[src/dpc_pkg.sv]
// ----------------------------------------------------------------------------
// dpc_pkg: shared constants and types for the decimal palindrome checker
// Digit sizing, BCD correction constants and the state encodings.
// ----------------------------------------------------------------------------
package dpc_pkg;

    localparam int unsigned NUMBER_WIDTH_DEF = 64;
    localparam int unsigned DIGIT_W          = 4;

    // double-dabble correction: digits of 5 and up get 3 added before the shift
    localparam logic [DIGIT_W-1:0] DIGIT_ADJ_MIN = 4'd5;
    localparam logic [DIGIT_W-1:0] DIGIT_ADJ_ADD = 4'd3;
    localparam logic [DIGIT_W-1:0] DIGIT_ZERO    = 4'd0;

    // decimal digits needed for a w-bit unsigned value: ceil(w * log10(2))
    function automatic int unsigned dec_digits(input int unsigned w);
        return (w * 30103 + 99999) / 100000;
    endfunction

    typedef enum logic [2:0] {
        CV_IDLE = 3'b001,
        CV_RUN  = 3'b010,
        CV_DONE = 3'b100
    } t_cv_state;

    typedef enum logic [3:0] {
        MR_IDLE = 4'b0001,
        MR_NORM = 4'b0010,
        MR_CMP  = 4'b0100,
        MR_DONE = 4'b1000
    } t_mr_state;

endpackage

[src/dpc_bin2bcd.sv]
// ----------------------------------------------------------------------------
// dpc_bin2bcd: serial binary to BCD converter
// Shift-and-add-3, one input bit per cycle.
// ----------------------------------------------------------------------------
module dpc_bin2bcd #(
    parameter int unsigned NUMBER_WIDTH = dpc_pkg::NUMBER_WIDTH_DEF,
    parameter int unsigned NUM_DIGITS   = dpc_pkg::dec_digits(NUMBER_WIDTH)
) (
    input  logic                                     i_clk,
    input  logic                                     i_rst_n,
    input  logic                                     i_valid,
    output logic                                     o_ready,
    input  logic [NUMBER_WIDTH-1:0]                  i_number,
    output logic                                     o_valid,
    input  logic                                     i_ready,
    output logic [NUM_DIGITS*dpc_pkg::DIGIT_W-1:0]   o_bcd
);
    import dpc_pkg::*;

    localparam int unsigned BCD_W = NUM_DIGITS * DIGIT_W;
    localparam int unsigned CNT_W = $clog2(NUMBER_WIDTH);
    localparam logic [CNT_W-1:0] CNT_LAST = CNT_W'(NUMBER_WIDTH - 1);

    t_cv_state          r_state, n_state;
    logic [CNT_W-1:0]   r_cnt, n_cnt;
    logic [NUMBER_WIDTH-1:0] r_bin, n_bin;
    logic [BCD_W-1:0]   r_bcd, n_bcd;
    logic [BCD_W-1:0]   adj;

    // add-3 on every digit, independent per digit
    always_comb begin
        for (int d = 0; d < NUM_DIGITS; d++) begin
            if (r_bcd[d*DIGIT_W +: DIGIT_W] >= DIGIT_ADJ_MIN) begin
                adj[d*DIGIT_W +: DIGIT_W] = r_bcd[d*DIGIT_W +: DIGIT_W] + DIGIT_ADJ_ADD;
            end else begin
                adj[d*DIGIT_W +: DIGIT_W] = r_bcd[d*DIGIT_W +: DIGIT_W];
            end
        end
    end

    always_comb begin
        n_state = r_state;
        n_cnt   = r_cnt;
        n_bin   = r_bin;
        n_bcd   = r_bcd;
        unique case (r_state)
            CV_IDLE: begin
                if (i_valid) begin
                    n_bin   = i_number;
                    n_bcd   = '0;
                    n_cnt   = '0;
                    n_state = CV_RUN;
                end
            end
            CV_RUN: begin
                n_bcd = {adj[BCD_W-2:0], r_bin[NUMBER_WIDTH-1]};
                n_bin = {r_bin[NUMBER_WIDTH-2:0], 1'b0};
                n_cnt = r_cnt + 1'b1;
                if (r_cnt == CNT_LAST) begin
                    n_state = CV_DONE;
                end
            end
            CV_DONE: begin
                if (i_ready) begin
                    n_state = CV_IDLE;
                end
            end
            default: n_state = CV_IDLE;
        endcase
    end

    always_ff @(posedge i_clk) begin
        if (!i_rst_n) begin
            r_state <= CV_IDLE;
            r_cnt   <= '0;
        end else begin
            r_state <= n_state;
            r_cnt   <= n_cnt;
        end
        r_bin <= n_bin;
        r_bcd <= n_bcd;
    end

    assign o_ready = (r_state == CV_IDLE);
    assign o_valid = (r_state == CV_DONE);
    assign o_bcd   = r_bcd;

endmodule

[src/dpc_mirror.sv]
// ----------------------------------------------------------------------------
// dpc_mirror: digit-serial mirror compare of a BCD value
// Left-aligns the digits, then compares top of that copy against bottom of
// the original, one digit per cycle.
// ----------------------------------------------------------------------------
module dpc_mirror #(
    parameter int unsigned NUM_DIGITS = dpc_pkg::dec_digits(dpc_pkg::NUMBER_WIDTH_DEF)
) (
    input  logic                                     i_clk,
    input  logic                                     i_rst_n,
    input  logic                                     i_valid,
    output logic                                     o_ready,
    input  logic [NUM_DIGITS*dpc_pkg::DIGIT_W-1:0]   i_bcd,
    output logic                                     o_valid,
    input  logic                                     i_ready,
    output logic                                     o_match
);
    import dpc_pkg::*;

    localparam int unsigned BCD_W = NUM_DIGITS * DIGIT_W;
    localparam int unsigned CNT_W = $clog2(NUM_DIGITS);
    localparam logic [CNT_W-1:0] CNT_LAST = CNT_W'(NUM_DIGITS - 1);

    t_mr_state          r_state, n_state;
    logic [CNT_W-1:0]   r_cnt, n_cnt;
    logic [BCD_W-1:0]   r_orig, n_orig;
    logic [BCD_W-1:0]   r_norm, n_norm;
    logic               r_match, n_match;
    logic [DIGIT_W-1:0] top_dig, bot_dig;

    assign top_dig = r_norm[BCD_W-1 -: DIGIT_W];
    assign bot_dig = r_orig[DIGIT_W-1:0];

    always_comb begin
        n_state = r_state;
        n_cnt   = r_cnt;
        n_orig  = r_orig;
        n_norm  = r_norm;
        n_match = r_match;
        unique case (r_state)
            MR_IDLE: begin
                if (i_valid) begin
                    n_orig  = i_bcd;
                    n_norm  = i_bcd;
                    n_cnt   = '0;
                    n_state = MR_NORM;
                end
            end
            MR_NORM: begin
                // all-zero value stops after NUM_DIGITS-1 shifts and matches
                if (top_dig == DIGIT_ZERO && r_cnt != CNT_LAST) begin
                    n_norm = {r_norm[BCD_W-DIGIT_W-1:0], DIGIT_ZERO};
                    n_cnt  = r_cnt + 1'b1;
                end else begin
                    n_cnt   = '0;
                    n_match = 1'b1;
                    n_state = MR_CMP;
                end
            end
            MR_CMP: begin
                // past the digit count both sides read zero, so a full sweep is safe
                n_match = r_match & (top_dig == bot_dig);
                n_norm  = {r_norm[BCD_W-DIGIT_W-1:0], DIGIT_ZERO};
                n_orig  = {DIGIT_ZERO, r_orig[BCD_W-1:DIGIT_W]};
                n_cnt   = r_cnt + 1'b1;
                if (r_cnt == CNT_LAST) begin
                    n_state = MR_DONE;
                end
            end
            MR_DONE: begin
                if (i_ready) begin
                    n_state = MR_IDLE;
                end
            end
            default: n_state = MR_IDLE;
        endcase
    end

    always_ff @(posedge i_clk) begin
        if (!i_rst_n) begin
            r_state <= MR_IDLE;
            r_cnt   <= '0;
        end else begin
            r_state <= n_state;
            r_cnt   <= n_cnt;
        end
        r_orig  <= n_orig;
        r_norm  <= n_norm;
        r_match <= n_match;
    end

    assign o_ready = (r_state == MR_IDLE);
    assign o_valid = (r_state == MR_DONE);
    assign o_match = r_match;

endmodule

[src/decimal_palindrome_check_top.sv]
// ----------------------------------------------------------------------------
// decimal_palindrome_check_top: decimal palindrome test of an unsigned number
// Input beat: i_number, NUMBER_WIDTH bits. Output beat: o_is_palindrome.
// Channels: i_valid/o_stall in, o_valid/i_stall out; a beat moves when valid
// is high and stall is low at a rising edge. One result beat per input beat,
// in order.
// Datapath: a serial shift-and-add-3 converter turns the number into BCD, one
// binary bit per cycle. The BCD word then goes to a checker that left-aligns
// the digits (20 of them at 64 bits) and compares digit pairs, one per cycle.
// Converter and checker overlap: the converter takes a new number while the
// checker works on the last one, but only once it has handed its BCD word on.
// Without a receiver stall, the converter's bit-serial shift sets the pace.
// Zero reads as a palindrome; a nonzero number ending in 0 never matches.
// Reset (i_rst_n low, synchronous) drops all work in flight and empties the
// output register. When the receiver stalls, the result holds in the output
// register, the checker then holds, then the converter, and o_stall stays high.
// ----------------------------------------------------------------------------
module decimal_palindrome_check_top #(
    parameter int unsigned NUMBER_WIDTH = dpc_pkg::NUMBER_WIDTH_DEF
) (
    input  logic                    i_clk,
    input  logic                    i_rst_n,
    input  logic                    i_valid,
    output logic                    o_stall,
    input  logic [NUMBER_WIDTH-1:0] i_number,
    output logic                    o_valid,
    input  logic                    i_stall,
    output logic                    o_is_palindrome
);
    import dpc_pkg::*;

    localparam int unsigned NUM_DIGITS = dec_digits(NUMBER_WIDTH);
    localparam int unsigned BCD_W      = NUM_DIGITS * DIGIT_W;

    logic             cv_ready;
    logic             cv_valid;
    logic [BCD_W-1:0] cv_bcd;
    logic             mr_ready;
    logic             mr_valid;
    logic             mr_match;
    logic             out_free;

    logic             r_out_valid;
    logic             r_out_bit;

    // input side: the converter takes a beat only when idle
    assign o_stall = !cv_ready;

    dpc_bin2bcd #(
        .NUMBER_WIDTH (NUMBER_WIDTH),
        .NUM_DIGITS   (NUM_DIGITS)
    ) u_bin2bcd (
        .i_clk    (i_clk),
        .i_rst_n  (i_rst_n),
        .i_valid  (i_valid),
        .o_ready  (cv_ready),
        .i_number (i_number),
        .o_valid  (cv_valid),
        .i_ready  (mr_ready),
        .o_bcd    (cv_bcd)
    );

    dpc_mirror #(
        .NUM_DIGITS (NUM_DIGITS)
    ) u_mirror (
        .i_clk   (i_clk),
        .i_rst_n (i_rst_n),
        .i_valid (cv_valid),
        .o_ready (mr_ready),
        .i_bcd   (cv_bcd),
        .o_valid (mr_valid),
        .i_ready (out_free),
        .o_match (mr_match)
    );

    // output register is free when empty or being drained this cycle
    assign out_free = !r_out_valid || !i_stall;

    always_ff @(posedge i_clk) begin
        if (!i_rst_n) begin
            r_out_valid <= 1'b0;
        end else if (mr_valid && out_free) begin
            r_out_valid <= 1'b1;
        end else if (!i_stall) begin
            r_out_valid <= 1'b0;
        end
        if (mr_valid && out_free) begin
            r_out_bit <= mr_match;
        end
    end

    assign o_valid         = r_out_valid;
    assign o_is_palindrome = r_out_bit;

endmodule

[config.mk]
export PLATFORM = sky130hd
export DESIGN_NAME = decimal_palindrome_check_top
export DESIGN_NICKNAME = d
export VERILOG_FILES = /design/src/dpc_pkg.sv /design/src/dpc_bin2bcd.sv /design/src/dpc_mirror.sv /design/src/decimal_palindrome_check_top.sv
export SDC_FILE = /design/constraint.sdc
export NUM_CORES = 1
export LEC_CHECK = 0
export ABC_CLOCK_PERIOD_IN_PS = 15200
export BUFFER_PORTS_ARGS = -buffer_cell sky130_fd_sc_hd__buf_2
export CORE_ASPECT_RATIO = 0.9
export CORE_MARGIN = 2
export CORE_UTILIZATION = 50
export CTS_BUF_LIST = sky130_fd_sc_hd__clkbuf_16
export DETAILED_ROUTE_END_ITERATION = 10
export HOLD_SLACK_MARGIN = 0.1
export PLACE_DENSITY = 0.78
export SLEW_MARGIN = 0
export SYNTH_ARGS = -nofsm -noshare
export SYNTH_HDL_FRONTEND = slang
export SYNTH_HIERARCHICAL = 1
export SYNTH_SLANG_ARGS = --single-unit
export TNS_END_PERCENT = 5
[constraint.sdc]
create_clock -name i_clk -period 15.2 [get_ports i_clk]
set_input_delay 0.76 -clock i_clk [delete_from_list [all_inputs] [get_ports i_clk]]
set_output_delay 0.76 -clock i_clk [all_outputs]
set_load 0.01 [all_outputs]
==> impl_results.md <==
* Post-synth top flop: edfxtp_1
* GP Congestion at 0.7807
* TritonCTS clock tree: done
* Synth Instances at 1,324
* Arr. time, crit path at 3.56 ns
* Drt via density at 5.267
* Placement Setup Slack at 11.78 ns
* Max Root-Sink Buffers at 3
* IO Count at 71
* Count of cells resized by post-cts repair at 0
* Power Dens Cells at 116.5 mW/mm2
* CTS Buf Count at 31
* Initial DRT Pass Iterations at 5
* Via count of the routed design at 9,518
* Post-route setup slack at 11.80 ns
* Largest net degree at the start of global routing at 88
* Tmin final at 3.396 ns
* DRT Wirelength at 27.75 mm
* Die width at 186.7 um
* Mapped Area at 0.01502 mm2
* Crit end category: flop
* Async S/R FF share, synth at 0
* Starting density of the core at 0.5052
* DRT iter0 DRCs at 740
* Initial antenna violation count at 0
* Unique masters post-synth at 46
* Unrepaired setup endpoints after global routing: false
* Final Skew at 0.01110 ns
* Vias in the first global route at 9,260
* Row count at 60
* DRC errors left at 0
* Routed length per instance at 15.36 um
* Die height at 168.4 um
* Pins Over Slew Limit at 0
* Syn_area_per_cell at 11.34 um2
* Final Core Density at 0.5609
* Maximum vdd drop at 0.09573 mV
* Relative slew slack at 0.2762
* Total gr overflow at 0
* CTS root buf: clkbuf_16
* First-pass GRT wire length at 45.92 mm
* Worst Hold Class: flop to flop
* Fillers at 2,466
* Post-CTS setup buffers at 0
* Seq cells post-synth at 325
* Sequential cell area fraction in the yosys report at 0.6371
* Fmax at 294.5 MHz
* Hold Vio Cnt, Final at 0
* Cts hold-fix bufs at 0
* CP startpoint kind: flop
* Max_cap viols at 0
* CTS Sinks at 325
* Syn Nets at 1,434
* Clk_lat worst skew at 0.55 ns
* Lkg Pwr at 6.529 nW
* Worst setup path category: flop to flop
* Tightest Pin Transition at 1.086 ns
* Outcome: finished clean
* Post-synth EDFFs at 306
* Worst Path Required at 15.36 ns
* Layout cells sized above 1 at 0.1168
* Final HPWL from detailed placement at 17.29 mm
* Final setup fails at 0
* WHS at 0.4612 ns
* Final worst-path cycle share at 0.2234
* Final nets at 1,492
* Total core area at 0.02973 mm2
* Clk slew on worst S/H paths at 0.06 ns
* H-tree depth at 1
* PortBufs at 70
* Synth-to-Final Area Change at 11.03%
* Die Area at 0.03144 mm2
* GRT Total Usage at 0.1756
* ANT cells at 0
* Routed Antenna Nets at 0
* Worst Path Max Fanout at 78
* Warning count from the yosys run at 6
* TNS Setup at 0 ns
==> layout by cell type (no fill, tap or decap), types with 4 or more instances in the layout <==
| cell type | n |
|---|---|
| nand2_1 | 470 |
| edfxtp_1 | 306 |
| buf_2 | 70 |
| inv_1 | 55 |
| nor2_1 | 54 |
| a21oi_1 | 48 |
| ha_1 | 42 |
| mux2_1 | 40 |
| mux2_2 | 36 |
| clkbuf_16 | 32 |
| o21ai_0 | 26 |
| xor2_1 | 23 |
| nor2b_1 | 22 |
| a211oi_1 | 22 |
| nand2b_1 | 21 |
| xnor2_1 | 21 |
| nor3_1 | 20 |
| dfxtp_1 | 19 |
| and2_1 | 9 |
| buf_4 | 9 |
| clkinv_1 | 6 |
| a31oi_1 | 5 |
| and3_1 | 5 |
| clkinv_2 | 4 |
| nand3_1 | 4 |
==> where the power goes <==
| group | internal (W) | total (W) | switching (W) |
|---|---|---|---|
| sequential | 0.00104 | 0.00107 | 0.0000367 |
| combinational | 0.0000663 | 0.000163 | 0.0000964 |
| clock | 0.000394 | 0.000708 | 0.000314 |
| total | 0.00150 | 0.00194 | 0.000447 |
==> sequential cells by signal, summed over array words and instances, names as in the netlist <==
register	cells
o_is_palindrome	1
o_valid	1
u_bin2bcd/o_bcd	80
u_bin2bcd/r_bin	64
u_bin2bcd/r_cnt	6
u_bin2bcd/r_state	3
u_mirror/o_match	1
u_mirror/r_cnt	5
u_mirror/r_norm	80
u_mirror/r_orig	80
u_mirror/r_state	4
==> path summary, 6_finish.rpt <==
kind                                            end                              start  slack (ns)  cells after the start
hold / removal            o_is_palindrome$_DFFE_PP_     u_mirror/o_match$_SDFFCE_PN1P_        0.46                      0
setup reg to reg  u_bin2bcd/o_bcd[67]$_SDFFCE_PN0P_  u_bin2bcd/r_state[1]$_SDFFE_PN0P_       11.80                      5
hold reg to reg           o_is_palindrome$_DFFE_PP_     u_mirror/o_match$_SDFFCE_PN1P_        0.46                      0
setup / recovery  u_bin2bcd/o_bcd[67]$_SDFFCE_PN0P_  u_bin2bcd/r_state[1]$_SDFFE_PN0P_       11.80                      5
==> worst max-delay path, stage by stage, from the launching register on <==
cell and delay, ns:
dfxtp_1 0.50, nor3b_4 0.23, buf_4 0.56, a31oi_1 0.25, inv_6 0.50, buf_4 0.88
==> layout make-up <==
type                    instances  area, um2  share of cell area
clock inverters                23      125.1            0.007503
multi-input cells             899       5081              0.3047
inverters                      46      177.7             0.01065
clock buffers                  32      800.8             0.04802
well taps                     403      504.2             0.03024
flip-flops and latches        325       9569              0.5738
repair buffers                 79      417.9             0.02506
==> cell usage after synthesis (all sizes together) (2+ instances only) <==
library cell | count | area [um2]
inv | 46 | 172.7
edfxtp | 306 | 9189
xor2 | 23 | 201.4
nor3b | 2 | 20.02
o21ai | 27 | 135.1
or3 | 3 | 18.77
nor2b | 22 | 137.6
nor2 | 56 | 210.2
nand2 | 471 | 1768
mux2 | 76 | 855.8
nor3 | 20 | 100.1
ha | 42 | 525.5
and2 | 9 | 56.30
clkbuf | 40 | 150.1
or4b | 2 | 20.02
dfxtp | 19 | 380.4
buf | 14 | 77.57
nor4b | 6 | 80.08
or4 | 2 | 15.01
nand3 | 4 | 20.02
nand2b | 21 | 131.4
a31oi | 5 | 31.28
a211oi | 22 | 165.2
xnor2 | 21 | 183.9
and3 | 5 | 31.28
o21a | 2 | 15.01
a21oi | 48 | 240.2
==> per-stage QoR <==
stage	power, W	cell area (um2)	instances
after floorplan	0.001205	15020	1324
after global placement	0.001242	15750	1752
after detailed placement	0.001253	15750	1752
after CTS	0.001959	16680	1807
after global routing	0.002023	16680	1807
final	0.001943	16680	1807
==> logic make-up (layout without fill, tap and decap cells) <==
| family | Yosys count | count (layout) | share of synthesized area |
|---|---|---|---|
| xor gates and xnor gates | 44 | 44 | 0.02566 |
| muxes | 77 | 77 | 0.05765 |
| DFF | 325 | 325 | 0.6371 |
| adders and majority gates | 42 | 42 | 0.03499 |
| AOI/OAI and AO/OA | 111 | 111 | 0.04299 |
| and+or+nand+nor | 625 | 625 | 0.1749 |
| buffers and inverters | 100 | 180 | 0.02666 |
==> metal layers <==
layer	routed length (um)	share of wire	up-vias	track usage
li1	-	-	4643	-
met1	13280	0.48	4591	0.2583
met2	12530	0.45	252	0.2788
met3	1493	0.054	32	0.02585
met4	442	0.016	0	0.03761
met5	0	0	-	0
(Power assumes the default switching activity.)
